## src/ost_pkg.sv

```systemverilog
package ost_pkg;

  // Fixed field widths of the item and result formats.
  localparam int TimeW   = 32;
  localparam int SlotW   = 11;
  localparam int IdxW    = 10;
  localparam int ValW    = 16;
  localparam int CfgIdxW = 3;
  localparam int InDataW = 48;
  localparam int OutDataW = 240;

  // Register values after reset.
  localparam logic [TimeW-1:0] StartReset  = 32'd0;
  localparam logic [TimeW-1:0] EndReset    = 32'd86400;
  localparam logic [TimeW-1:0] IlenReset   = 32'd3600;
  localparam logic [SlotW-1:0] IcntReset   = 11'd25;
  localparam logic [TimeW-1:0] RecipReset  = 32'd49710;
  localparam logic [TimeW-1:0] FirstReset  = 32'd86400;

  // Request kinds carried on the input tuser.
  typedef enum logic [1:0] {
    ACT_INC   = 2'd0,
    ACT_DEC   = 2'd1,
    ACT_CLEAR = 2'd2,
    ACT_READ  = 2'd3
  } action_e;

  // Configuration register indexes.
  typedef enum logic [CfgIdxW-1:0] {
    CFG_START  = 3'd0,
    CFG_END    = 3'd1,
    CFG_ILEN   = 3'd2,
    CFG_ICNT   = 3'd3,
    CFG_RECIP  = 3'd4,
    CFG_FIRST  = 3'd5
  } cfg_idx_e;

  // Commands from the controller to the datapath.
  typedef struct packed {
    logic load;
    logic clear;
    logic close;
    logic update;
    logic mul_first;
    logic mul_second;
    logic accum;
    logic read;
    logic out_load;
  } ost_cmd_t;

  // Status from the datapath to the controller.
  typedef struct packed {
    logic slot_full;
    logic close_step;
    logic before_start;
  } ost_status_t;

  // Result layout, last field in the lowest bits.
  typedef struct packed {
    logic [4:0]       pad;
    logic [SlotW-1:0] intervals_closed;
    logic [ValW-1:0]  interval_value;
    logic [TimeW-1:0] average_count;
    logic [TimeW-1:0] last_exit;
    logic [TimeW-1:0] first_entry;
    logic [TimeW-1:0] max_time;
    logic [ValW-1:0]  max_count;
    logic [TimeW-1:0] min_time;
    logic [ValW-1:0]  min_count;
    logic [ValW-1:0]  current_count;
  } result_t;

endpackage

```

## src/ost_ctrl.sv

```systemverilog
module ost_ctrl (
  input  logic                  clk_i,
  input  logic                  rst_ni,
  input  logic                  in_valid_i,
  output logic                  in_ready_o,
  input  ost_pkg::action_e      in_action_i,
  output logic                  out_valid_o,
  input  logic                  out_ready_i,
  input  ost_pkg::ost_status_t  status_i,
  output ost_pkg::ost_cmd_t     cmd_o
);
  import ost_pkg::*;

  typedef enum logic [9:0] {
    ST_IDLE   = 10'b00_0000_0001,
    ST_CHECK  = 10'b00_0000_0010,
    ST_CLOSE  = 10'b00_0000_0100,
    ST_UPDATE = 10'b00_0000_1000,
    ST_MUL1   = 10'b00_0001_0000,
    ST_MUL2   = 10'b00_0010_0000,
    ST_ACC    = 10'b00_0100_0000,
    ST_CLEAR  = 10'b00_1000_0000,
    ST_READ   = 10'b01_0000_0000,
    ST_DONE   = 10'b10_0000_0000
  } state_e;

  state_e state_q, state_d;
  logic   out_valid_q, out_valid_d;
  logic   accept;

  assign accept      = in_valid_i && in_ready_o;
  assign out_valid_o = out_valid_q;

  // Sequencer: one request at a time, one interval closed per cycle.
  always_comb begin
    state_d    = state_q;
    cmd_o      = '0;
    in_ready_o = 1'b0;
    case (state_q)
      ST_IDLE: begin
        in_ready_o = 1'b1;
        if (in_valid_i) begin
          cmd_o.load = 1'b1;
          case (in_action_i)
            ACT_INC, ACT_DEC: state_d = ST_CHECK;
            ACT_CLEAR:        state_d = ST_CLEAR;
            ACT_READ:         state_d = ST_READ;
            default:          state_d = ST_DONE;
          endcase
        end
      end
      ST_CHECK: begin
        state_d = status_i.slot_full ? ST_DONE : ST_CLOSE;
      end
      ST_CLOSE: begin
        if (status_i.close_step) begin
          cmd_o.close = 1'b1;
        end else begin
          state_d = ST_UPDATE;
        end
      end
      ST_UPDATE: begin
        cmd_o.update = 1'b1;
        state_d = status_i.before_start ? ST_DONE : ST_MUL1;
      end
      ST_MUL1: begin
        cmd_o.mul_first = 1'b1;
        state_d = ST_MUL2;
      end
      ST_MUL2: begin
        cmd_o.mul_second = 1'b1;
        state_d = ST_ACC;
      end
      ST_ACC: begin
        cmd_o.accum = 1'b1;
        state_d = ST_DONE;
      end
      ST_CLEAR: begin
        cmd_o.clear = 1'b1;
        state_d = ST_DONE;
      end
      ST_READ: begin
        cmd_o.read = 1'b1;
        state_d = ST_DONE;
      end
      ST_DONE: begin
        if (!out_valid_q || out_ready_i) begin
          cmd_o.out_load = 1'b1;
          state_d = ST_IDLE;
        end
      end
      default: state_d = ST_IDLE;
    endcase
  end

  // Output register valid flag.
  always_comb begin
    out_valid_d = out_valid_q;
    if (cmd_o.out_load) begin
      out_valid_d = 1'b1;
    end else if (out_ready_i) begin
      out_valid_d = 1'b0;
    end
  end

  always_ff @(posedge clk_i or negedge rst_ni) begin
    if (!rst_ni) begin
      state_q     <= ST_IDLE;
      out_valid_q <= 1'b0;
    end else begin
      state_q     <= state_d;
      out_valid_q <= out_valid_d;
    end
  end

  // An accepted request keeps the input closed on the next cycle.
  assert property (@(posedge clk_i) disable iff (!rst_ni)
    accept |=> !in_ready_o)
    else $error("input ready right after an accepted request");

  // A result never overwrites one that has not been taken.
  assert property (@(posedge clk_i) disable iff (!rst_ni)
    cmd_o.out_load |-> (!out_valid_q || out_ready_i))
    else $error("output register overwritten while full");

  // A new result appears only after the finishing state.
  assert property (@(posedge clk_i) disable iff (!rst_ni)
    $rose(out_valid_q) |-> $past(state_q == ST_DONE))
    else $error("result valid without a finished request");

endmodule

```

## config.mk

```make
export PLATFORM = sky130hd
export DESIGN_NAME = ost_ctrl
export DESIGN_NICKNAME = d
export VERILOG_FILES = /design/src/ost_pkg.sv /design/src/ost_ctrl.sv
export SDC_FILE = /design/constraint.sdc
export NUM_CORES = 1
export LEC_CHECK = 0
export BUFFER_PORTS_ARGS = -buffer_cell sky130_fd_sc_hd__clkbuf_2
export CORE_AREA = 2 2 41 43
export DETAILED_ROUTE_END_ITERATION = 8
export DIE_AREA = 0 0 43 45
export GPL_TIMING_DRIVEN = 0
export PLACE_DENSITY = 0.77
export SLEW_MARGIN = 5
export SYNTH_ARGS = -nofsm -noshare
export SYNTH_HDL_FRONTEND = slang
export SYNTH_SLANG_ARGS = --single-unit
```

## constraint.sdc

```tcl
create_clock -name clk_i -period 4 [get_ports clk_i]
set_input_delay 0.4 -clock clk_i [delete_from_list [all_inputs] [get_ports clk_i]]
set_output_delay 0.4 -clock clk_i [all_outputs]
set_load 0.01 [all_outputs]
```

==> results of run 1 <==
==> report_power, final <==
part | switching, µW | internal [µW]
sequential | 19.7 | 129
clock | 36.4 | 38.5
combinational | 91.8 | 81.7
==> final cells by class <==
| class | instances | area (µm²) |
|---|---|---|
| buffer | 8 | 51.3 |
| clock buffer | 4 | 26.3 |
| timing repair buffer | 20 | 105 |
| inverter | 2 | 7.51 |
| tap | 16 | 20.0 |
| fill | 137 | 552 |
| sequential | 11 | 277 |
| multi-input combinational | 59 | 433 |
==> kinds of logic after synthesis <==
kind of cell	Yosys count	synth area share [%]
buffers and inverters	10	7.66
flip-flops	11	36.0
XOR/XNOR	3	3.42
AO/OA/AOI/OAI	13	11.6
AND/OR/NAND/NOR	43	41.4
==> worst paths after layout <==
kind | from | endpoint | cells after the start
max | state_q[1]$_DFFE_PN0P_ | cmd_o[4] | 5
min in group asynchronous | rst_ni | state_q[4]$_DFFE_PN0P_ | 2
min reg2reg | out_valid_o$_DFFE_PN0P_ | out_valid_o$_DFFE_PN0P_ | 2
min | in_action_i[0] | state_q[7]$_DFFE_PN0P_ | 2
max reg2reg | state_q[1]$_DFFE_PN0P_ | state_q[5]$_DFFE_PN0P_ | 4
max in group asynchronous | rst_ni | state_q[0]$_DFFE_PN1P_ | 2
==> layout by cell type, fill, tap and decap left out, types with 2 or more instances in the layout <==
cell | netlist | routed
nor3_1 | 3 | 3
buf_2 | 2 | 2
clkbuf_1 | 3 | 4
nor2_1 | 6 | 6
clkbuf_2 | 0 | 19
o21ai_0 | 6 | 6
nand2_1 | 4 | 4
nor4_1 | 4 | 4
inv_1 | 2 | 2
xor2_1 | 3 | 3
clkbuf_4 | 0 | 3
dfrtp_1 | 10 | 10
nand2b_1 | 3 | 3
and3_1 | 2 | 2
buf_6 | 2 | 2
nor4_4 | 2 | 2
nor2b_1 | 4 | 4
o32ai_1 | 2 | 2
nor3b_1 | 6 | 6
==> routing by layer <==
metal | global-route usage [%] | vias up | wire length, µm
li1 | - | 344 | -
met1 | 21.4 | 311 | 681
met2 | 33.6 | 17 | 805
met3 | 2.80 | 2 | 66
met4 | 7.88 | 0 | 4
met5 | 0 | - | 0
==> sequential cells by signal (all words and copies together) (netlist names) <==
signal	cells
state_q	10
out_valid_o	1
==> synthesized netlist by cell type <==
cell type / n / share of area (%)
o31ai_1: 1 / 0.98
a221o_1: 1 / 1.3
o21ai_0: 6 / 3.9
o32ai_1: 2 / 2.3
nor4_4: 2 / 5.5
and3_1: 2 / 1.6
nand2_1: 4 / 2.0
nor4b_4: 1 / 3.1
and4_1: 1 / 1.1
nor2_1: 6 / 2.9
or3_1: 1 / 0.81
nor3_1: 3 / 2.0
a31oi_1: 1 / 0.81
nand3_1: 1 / 0.65
dfstp_2: 1 / 3.4
nand4b_1: 1 / 1.1
nand2b_1: 3 / 2.4
nor2b_1: 4 / 3.3
nor4bb_1: 1 / 1.3
dfrtp_1: 10 / 33
and3_2: 1 / 0.98
a2bb2oi_1: 1 / 1.1
o2111ai_1: 1 / 1.1
buf_2: 2 / 1.3
nor4_1: 4 / 3.3
buf_6: 2 / 2.9
clkbuf_1: 3 / 1.5
buf_4: 1 / 0.98
xor2_1: 3 / 3.4
and2_1: 1 / 0.81
nor3b_1: 6 / 5.9
inv_1: 2 / 0.98
nand3b_4: 1 / 2.6
==> what timing repair did <==
action	CTS	global route
resized for setup	0	0
hold endpoints to repair	4	0
setup endpoints to repair	0	0
hold buffers	1	0
==> through the flow <==
step / hold WS, ns / cells / setup slack, ns / instance area, µm² / total power, µW
floorplan: 0.104 / 80 / 2.01 / 768 / 279
global placement: 0.286 / 115 / 1.90 / 883 / 317
detailed placement: 0.293 / 115 / 1.88 / 883 / 322
CTS: 0.288 / 120 / 1.57 / 920 / 401
global route: 0.293 / 120 / 1.45 / 920 / 429
finish: 0.289 / 120 / 1.57 / 920 / 397
==> summary.md, run 1 <==
| Metric | Value |
|---|---|
| Outcome | completed |
| DP Wirelength | approximately 1200 µm |
| DRT Pass-1 Iters | 4 |
| Final min period | 2.43 ns |
| Post-route antenna net violation count | 0 |
| Final Skew | ~0.0021 ns |
| CP startpoint kind | register |
| Worst Path Max Fanout | 8 |
| Hold WC Path Type | in -> reg |
| Fin Setup TNS | 0 ns |
| Via count | 674 |
| Core ar. | approximately 0.0015 mm² |
| Synth Cell Area | 768 µm² |
| Syn Nets | approximately 90 |
| Die area | slightly below 0.002 mm² |
| Via/cell ratio | between 5 and 6 |
| Syn-to-layout area delta | 19.7% |
| Number of global-route vias before repair | around 630 |
| Initial antenna violation count | 0 |
| Cts bufs inserted | 3 |
| Setup Buffers After CTS | 0 |
| Number of remaining DRC errors | 0 |
| Fin nets | 114 |
| CP bufs+invs | 1 |
| Routed WL per cell | approximately 13 µm |
| Share of the yosys chip area belonging to registers | between 30 and 40% |
| Buffers on Ports | 19 |
| RSZ-0062 raised after global routing | false |
| Cells after Synth | 80 |
| Root buf cell | clkbuf_4 |
| CP Cell Sequence | nor4_4 -> nand2_1 -> or3_1 -> nor3b_1 -> clkbuf_2 |
| Avg Cell Area, Syn | 9.60 µm² |
| Final setup viols | 0 |
| CP arrival | around 2 ns |
| F_max | just over 0.4 GHz |
| Die width | around 43 µm |
| Clock transition at path regs | 0.07 ns |
| Rows | 14 |
| Chip height | 45 µm |
| Clock Sinks | 11 |
| I/O pin count | 20 |
| Starting density of the core | 52.2% |
| Synth Register Bits | 11 |
| Layout cells sized above 1 | between 30% and 40% |
| H-tree level count | 1 |
| Critical Path RT | approximately 3.6 ns |
| Crit path capture type | primary output |
| Synth warn | 0 |
| First-iteration detailed-routing DRC count | 6 |
| Crit Path Class | reg -> out |
| Final WL | ~1600 µm |
| Leak pwr | 0.000443 µW |
| Clk buf depth | 2 |
| Worst stage delay on the critical path | between 0.4 and 0.5 ns |
| Peak VDD IR | around 0.00026 V |
| Layout Utilization | 62.5% |
| Slew @ Worst Pin | between 0.4 and 0.5 ns |
| Rel. slew slack | roughly 70% |
| Worst skew pair latency | approximately 0.26 ns |
| CTS tree | yes |
| Fin crit share | about three fifths |
| Placer Congestion | 0.795 |
| Ant. Diodes | 0 |
| R2R Setup Slk | roughly 2.3 ns |
| Largest net degree at the start of global routing | 12 |
| MaxCap Viol Count | 0 |
| GR Overflow Total | 0 |
| Total GRT Usage | approximately 18% |
| CP max stage cell | dfrtp_1 |
| Synth cell types | 33 |
| Slew Viols, Final | 0 |
| First-pass GRT wire length | 2640 µm |
| Final Hold Fails | 0 |
| Crit path max-delay family | simple AND/OR/NAND/NOR gates |
| P per Cell Area | 431 mW/mm² |
No activity file was read; power rests on OpenSTA's default activity.
==> run 2: changes to the inputs <==
--- a/config.mk
+++ b/config.mk
@@ -6,11 +6,11 @@
 export NUM_CORES = 1
 export LEC_CHECK = 0
 export BUFFER_PORTS_ARGS = -buffer_cell sky130_fd_sc_hd__clkbuf_2
-export CORE_AREA = 2 2 41 43
+export CORE_AREA = 2 2 43 45
 export DETAILED_ROUTE_END_ITERATION = 8
-export DIE_AREA = 0 0 43 45
+export DIE_AREA = 0 0 45 47
 export GPL_TIMING_DRIVEN = 0
-export PLACE_DENSITY = 0.77
+export PLACE_DENSITY = 0.7
 export SLEW_MARGIN = 5
 export SYNTH_ARGS = -nofsm -noshare
 export SYNTH_HDL_FRONTEND = slang
==> constraint.sdc (replaced) <==
create_clock -name clk_i -period 2.5 [get_ports clk_i]
set_input_delay 0.25 -clock clk_i [delete_from_list [all_inputs] [get_ports clk_i]]
set_output_delay 0.25 -clock clk_i [all_outputs]
set_load 0.01 [all_outputs]
==> run 2 against run 1 <==
Effect of this change: count of clock-buffer cells in the layout unchanged; clock power increased by 72%; combinational power increased by 59%; cell count increased by 0.83%; largest power group unchanged; via count increased by 0.15%; wire length increased by 0.13%; global-route usage decreased by 0.21 points; critical path type unchanged; non-clock buffer count unchanged; flip-flop and latch count unchanged; sequential power increased by 60%; worst setup slack got worse by 1.4 ns.
==> summary.md, run 2 (synthesized netlist as in run 1, its figures left out) <==
| Metric | Value |
|---|---|
| Via/cell ratio | 5.58 (-0.68%) |
| Grt peak-use layer | met2 |
| DP Wirelength | 1130 µm (-2.7%) |
| CP startpoint kind | register |
| Cts bufs inserted | 3 (unchanged) |
| DRT Pass-1 Iters | 4 (unchanged) |
| First-pass GRT wire length | 2680 µm (+1.3%) |
| Peak VDD IR | 0.000551 V (+110%) |
| Worst Path Max Fanout | 8 (unchanged) |
| M3 GR Usage | 4.62% (+1.8 points) |
| Fin crit share | between 90% and 100% |
| Crit path max-delay family | simple AND/OR/NAND/NOR gates |
| Starting density of the core | 46.5% (-5.7 points) |
| Number of remaining DRC errors | 0 (unchanged) |
| CP Cell Sequence | nor4_4 -> nand2_1 -> or3_1 -> nor3b_1 -> clkbuf_2 |
| Worst stage delay on the critical path | 0.49 ns (about the same) |
| Clock Sinks | 11 (unchanged) |
| Crit Path Class | reg -> out |
| Hold WC Path Type | in -> reg |
| Post-CTS Resized | 0 (unchanged) |
| Largest reg by FF count | state_q |
| Dpl cells | 116 (+0.87%) |
| Ant. Diodes | 0 (unchanged) |
| Setup Buffers After CTS | 0 (unchanged) |
| CTS tree | yes |
| Via count | 675 (+0.15%) |
| Most frequent cells in the layout | 19 x clkbuf_2, 10 x dfrtp_1, 6 x nor2_1, 6 x nor3b_1, 6 x o21ai_0 |
| Final setup viols | 0 (unchanged) |
| Outcome | completed |
| Number of global-route vias before repair | 593 (-5.6%) |
| Total GRT Usage | 18.1% (-0.21 points) |
| Chip height | 47 µm (+4.4%) |
| Crit path capture type | primary output |
| RSZ-0062 raised after global routing | false |
| Post-route antenna net violation count | 0 (unchanged) |
| Rows | 15 (+1) |
| Largest net degree at the start of global routing | 12 (unchanged) |
| Max reg flops | 10 (unchanged) |
| Clk buf depth | 2 (unchanged) |
| P per Cell Area | 699 mW/mm² (+62%) |
| Root buf cell | clkbuf_4 |
| I/O pin count | 20 (unchanged) |
| First-iteration detailed-routing DRC count | 12 (+6) |
| Fin nets | 114 (unchanged) |
| Clock transition at path regs | 0.08 ns (about the same) |
| Initial antenna violation count | 0 (unchanged) |
| Critical Path RT | 2.25 ns (-1.35 ns) |
| Fin Setup TNS | 0 ns (unchanged) |
| Routed WL per cell | 12.9 µm (-0.70%) |
| Met1 Usage GRT | 21.1% (-0.22 points) |
| Die area | 0.00212 mm² (+9.3%) |
| F_max | between 0.4 and 0.5 GHz |
| Commonest non-fill, non-tap cell in the layout | clkbuf_2 |
| CP bufs+invs | 1 (unchanged) |
| Rel. slew slack | 68.8% (-1.5 points) |
| Final WL | 1560 µm (+0.13%) |
| Die width | 45 µm (+4.7%) |
| MaxCap Viol Count | 0 (unchanged) |
| Layout cells sized above 1 | 31.7% (unchanged) |
| Leak pwr | 0.000443 µW (unchanged) |
| Slew @ Worst Pin | 0.469 ns (+0.0224 ns) |
| GRT met2 Usage | 30.3% (-3.4 points) |
| GR Overflow Total | 0 (unchanged) |
| CP max stage cell | dfrtp_1 |
| Final non-filler cell total | 121 (+0.83%) |
| CP arrival | 2.03 ns (about the same) |
| CTS Hold Bufs | 1 (unchanged) |
| H-tree level count | 1 (unchanged) |
| Placer Congestion | 0.752 (-5.4%) |
| Final Skew | 0.00695 ns (+0.00483 ns) |
| Worst skew pair latency | 0.28 ns (+0.02 ns) |
| Final min period | 2.28 ns |
| Buffers on Ports | 19 (unchanged) |
| Syn-to-layout area delta | 19.9% |
| Final Hold Fails | 0 (unchanged) |
| Core ar. | 0.00165 mm² (+12%) |
| Slew Viols, Final | 0 (unchanged) |
-- run 2: power breakdown --
group | internal, µW | total (µW) | switching [µW]
sequential | 206 | 237 | 30.7
clock | 62.1 | 129 | 67.2
combinational | 131 | 277 | 147
total | 399 | 643 | 244
-- run 2: path summary, 6_finish.rpt --
kind | startpoint | cells after the start | to | slack [ns]
max reg2reg | state_q[5]$_DFFE_PN0P_ | 5 | state_q[9]$_DFFE_PN0P_ | 0.78
min | status_i[0] | 2 | state_q[4]$_DFFE_PN0P_ | 0.13
min reg2reg | out_valid_o$_DFFE_PN0P_ | 2 | out_valid_o$_DFFE_PN0P_ | 0.55
max | state_q[1]$_DFFE_PN0P_ | 5 | cmd_o[4] | 0.22
min in group asynchronous | rst_ni | 2 | state_q[9]$_DFFE_PN0P_ | 0.37
max in group asynchronous | rst_ni | 2 | state_q[0]$_DFFE_PN1P_ | 1.86
-- run 2: final cells by class --
class | count | area [µm²]
buffer | 8 | 51.3
clock buffer | 4 | 26.3
fill | 154 | 731
inverter | 2 | 7.51
multi-input combinational | 59 | 433
sequential | 11 | 277
tap | 17 | 21.3
timing repair buffer | 20 | 105
-- run 2: routing by layer --
metal | vias to the layer above | share of wire [%]
li1 | 340 | -
met1 | 308 | 45
met2 | 22 | 47
met3 | 5 | 5.4
met4 | 0 | 2.8
met5 | - | 0
-- run 2: through the flow --
stage	setup WS (ns)	util [%]	instance area (µm²)	hold slack [ns]	power, µW
CTS	0.222	55.8	921	0.128	646
global placement	0.545	53.6	885	0.138	508
floorplan	0.657	-	768	-0.0456	446
global route	0.0888	55.8	921	0.129	689
finish	0.216	55.8	921	0.127	643
detailed placement	0.532	53.6	885	0.140	516
-- run 2: worst reg2reg max path: cells and delay by family (launching register included) --
| kind | cells | cell delay (ns) |
|---|---|---|
| flip-flops | 1 | 0.38 |
| AND/OR/NAND/NOR | 3 | 0.94 |
| buffers and inverters | 1 | 0.14 |
| AO/OA/AOI/OAI | 1 | 0.19 |
==> run 3: changes to the inputs <==
--- a/config.mk
+++ b/config.mk
@@ -6,11 +6,11 @@
 export NUM_CORES = 1
 export LEC_CHECK = 0
 export BUFFER_PORTS_ARGS = -buffer_cell sky130_fd_sc_hd__clkbuf_2
-export CORE_AREA = 2 2 43 45
+export CORE_AREA = 3 3 42 52
 export DETAILED_ROUTE_END_ITERATION = 8
-export DIE_AREA = 0 0 45 47
+export DIE_AREA = 0 0 45 55
 export GPL_TIMING_DRIVEN = 0
-export PLACE_DENSITY = 0.7
+export PLACE_DENSITY = 0.67
 export SLEW_MARGIN = 5
 export SYNTH_ARGS = -nofsm -noshare
 export SYNTH_HDL_FRONTEND = slang
==> constraint.sdc (replaced) <==
create_clock -name clk_i -period 2 [get_ports clk_i]
set_input_delay 0.2 -clock clk_i [delete_from_list [all_inputs] [get_ports clk_i]]
set_output_delay 0.2 -clock clk_i [all_outputs]
set_load 0.01 [all_outputs]
==> run 3 against run 2 <==
Effect of this change: flip-flop and latch count did not move; worst hold slack got worse by 0.062 ns; combinational power rose by 82%; non-clock buffer count rose by 14; sequential power rose by 28%; clock power rose by 25%; cell area rose by 19%; register-to-register slack got worse by 0.55 ns.
==> summary.md, run 3 (synthesized netlist as in run 1, its figures left out) <==
| Metric | Value |
|---|---|
| Syn-to-layout area delta | 42.7% |
| Hold WC Path Type | in -> reg |
| Grt peak-use layer | met2 |
| Peak VDD IR | 0.000639 V (+16%) |
| Largest reg by FF count | state_q |
| Layout cells sized above 1 | 51.7% (+20 points) |
| FF-to-FF Start | state_q[5]$_DFFE_PN0P_ |
| R2R Setup Slk | 0.23 ns (-0.55 ns) |
| Register Area | 282 µm² (+1.8%) |
| Largest net degree at the start of global routing | 12 (unchanged) |
| Layout Utilization | 61.3% (+5.6 points) |
| FILL cells | 170 (+10%) |
| Clock Sinks | 11 (unchanged) |
| Gate power share | 52.0% (+8.9 points) |
| Core ar. | 0.00179 mm² (+8.2%) |
| Launch point of the worst path | state_q[3]$_DFFE_PN0P_ |
| P per Cell Area | 885 mW/mm² (+27%) |
| Most frequent cells in the layout | 19 x buf_4, 14 x clkbuf_2, 6 x o21ai_0, 6 x dfrtp_1, 5 x nor2_1 |
| GR Overflow Total | 0 (unchanged) |
| CP arrival | 1.78 ns (-0.25 ns) |
| Crit Path Class | reg -> out |
| Starting density of the core | 43.0% (-3.5 points) |
| Worst skew pair latency | 0.28 ns (about the same) |
| Via count | 758 (+12%) |
| R2R Path End | state_q[3]$_DFFE_PN0P_ |
| Rows | 17 (+2) |
| H-tree level count | 1 (unchanged) |
| Area of the multi-input gates | 468 µm² (+8.1%) |
| Commonest non-fill, non-tap cell in the layout | buf_4 |
| Net Sw Frac | 36.9% (-1.1 points) |
| Slew @ Worst Pin | 0.356 ns (-0.113 ns) |
| Initial antenna violation count | 0 (unchanged) |
| Clk pwr share | 16.6% (-3.5 points) |
| Outcome | completed |
| Chip height | 55 µm (+17%) |
| CP endpoint | cmd_o[4] |
| CP startpoint kind | register |
| Routed WL per cell | 14.7 µm (+14%) |
| Met1 Usage GRT | 19.2% (-1.9 points) |
| Clk buf depth | 2 (unchanged) |
| Final setup viols | 0 (unchanged) |
| R2R cell count | 6 (+1) |
| First-pass GRT wire length | 2980 µm (+11%) |
| Root buf cell | clkbuf_4 |
| Buffers on Ports | 19 (unchanged) |
| Number of global-route vias before repair | 650 (+9.6%) |
| Via/cell ratio | 5.53 (-0.82%) |
| Final non-filler cell total | 137 (+13%) |
| Cts bufs inserted | 3 (unchanged) |
| RSZ-0062 raised after global routing | true |
| Die width | 45 µm (unchanged) |
| GRT met2 Usage | 29.7% (-0.57 points) |
| MaxCap Viol Count | 0 (unchanged) |
| Die area | 0.00248 mm² (+17%) |
| First-iteration detailed-routing DRC count | 10 (-2) |
| M3 GR Usage | 2.27% (-2.4 points) |
| DP Wirelength | 1220 µm (+7.6%) |
| CTS tree | yes |
| Ant. Diodes | 0 (unchanged) |
| Fin crit share | 98.8% |
| Final Hold Fails | 0 (unchanged) |
| WHS | 0.0657 ns (-0.0616 ns) |
| Slew Viols, Final | 0 (unchanged) |
| Int Pwr | 612 µW (+53%) |
| Clock transition at path regs | 0.08 ns (about the same) |
| Leak pwr | 0.000533 µW (+20%) |
| NetSw | 358 µW (+46%) |
| Post-route antenna net violation count | 0 (unchanged) |
| Final min period | just under 2 ns |
| Fin nets | 128 (+12%) |
| Max reg flops | 10 (unchanged) |
| Flop pwr share | 31.4% (-5.4 points) |
| Number of remaining DRC errors | 0 (unchanged) |
| Critical Path RT | 1.80 ns (-0.45 ns) |
| F_max | roughly 0.51 GHz |
| I/O pin count | 20 (unchanged) |
| DRT Pass-1 Iters | 4 (unchanged) |
| Rel. slew slack | 76.1% (+7.3 points) |
| Final WL | 2010 µm (+29%) |
| Placer Congestion | 0.770 (+2.5%) |
| Worst Path Max Fanout | 3 (-5) |
| Final Skew | 0.000593 ns (-0.00636 ns) |
| Crit path capture type | primary output |
| Dpl cells | 118 (+1.7%) |
| Total GRT Usage | 17.0% (-1.1 points) |
[run 3: cell count changes in the layout (fill, tap and decap cells not counted), moves of 4 or more]
cell	delta
dfrtp_1	-4
clkbuf_2	-5
dfrtp_2	+4
buf_4	+18
clkbuf_1	-4
[run 3: cell type report]
type | count | area share (%)
multi-input combinational | 59 | 42.7
sequential | 11 | 25.7
timing repair buffer | 38 | 22.5
buffer | 4 | 3.77
tap | 19 | 2.17
clock buffer | 3 | 2.05
inverter | 2 | 0.685
clock inverter | 1 | 0.457
[run 3: layer usage]
metal | share of wire (%) | vias up
met5 | 0 | -
met4 | 3.6 | 0
met3 | 3.6 | 7
met2 | 53 | 16
met1 | 39 | 369
li1 | - | 366
[run 3: critical path, cell delays in order, from the launching register on]
cell	delay (ns)
dfrtp_2	0.43
nor4_4	0.30
nand2_1	0.10
or3_4	0.36
nor3b_2	0.16
buf_2	0.15
[run 3: worst min path at each step]
| stage | start | depth (start not counted) | to | slack, ns |
|---|---|---|---|---|
| 3_5_place_dp | rst_ni | 1 | state_q[9]$_DFFE_PN0P_ | 0.1 |
| 5_1_grt | status_i[0] | 2 | state_q[4]$_DFFE_PN0P_ | 0.08 |
| 2_1_floorplan | rst_ni | 0 | out_valid_o$_DFFE_PN0P_ | -0.1 |
| 4_1_cts | in_action_i[0] | 2 | state_q[7]$_DFFE_PN0P_ | 0.06 |
| 3_3_place_gp | rst_ni | 1 | state_q[4]$_DFFE_PN0P_ | 0.09 |
| 6_report | in_action_i[0] | 2 | state_q[7]$_DFFE_PN0P_ | 0.07 |
[run 3: repair_timing]
action,CTS,global route
buffers inserted,9,9
hold buffers,1,0
cloned,0,0
pin swaps,7,7
setup endpoints to repair,5,6
gates resized for setup,8,12
endpoints found under the hold margin,10,0
[run 3: power groups by stage]
stage	logic (µW)	registers, µW	clock network (µW)
finish	505	304	161
floorplan	263	294	0
global route	545	309	172
CTS	442	293	167
global placement	337	300	0
detailed placement	347	301	0
[run 3: metrics by stage]
step           TNS [ns]  power (µW)  area (µm²)  setup WS, ns
2_1_floorplan         0         557         768         0.207
4_1_cts         -0.0464         901        1010       -0.0464
3_5_place_dp          0         648         887        0.0566
3_3_place_gp          0         636         887        0.0935
5_1_grt          -0.161        1030        1100       -0.0737
6_report              0         970        1100        0.0238
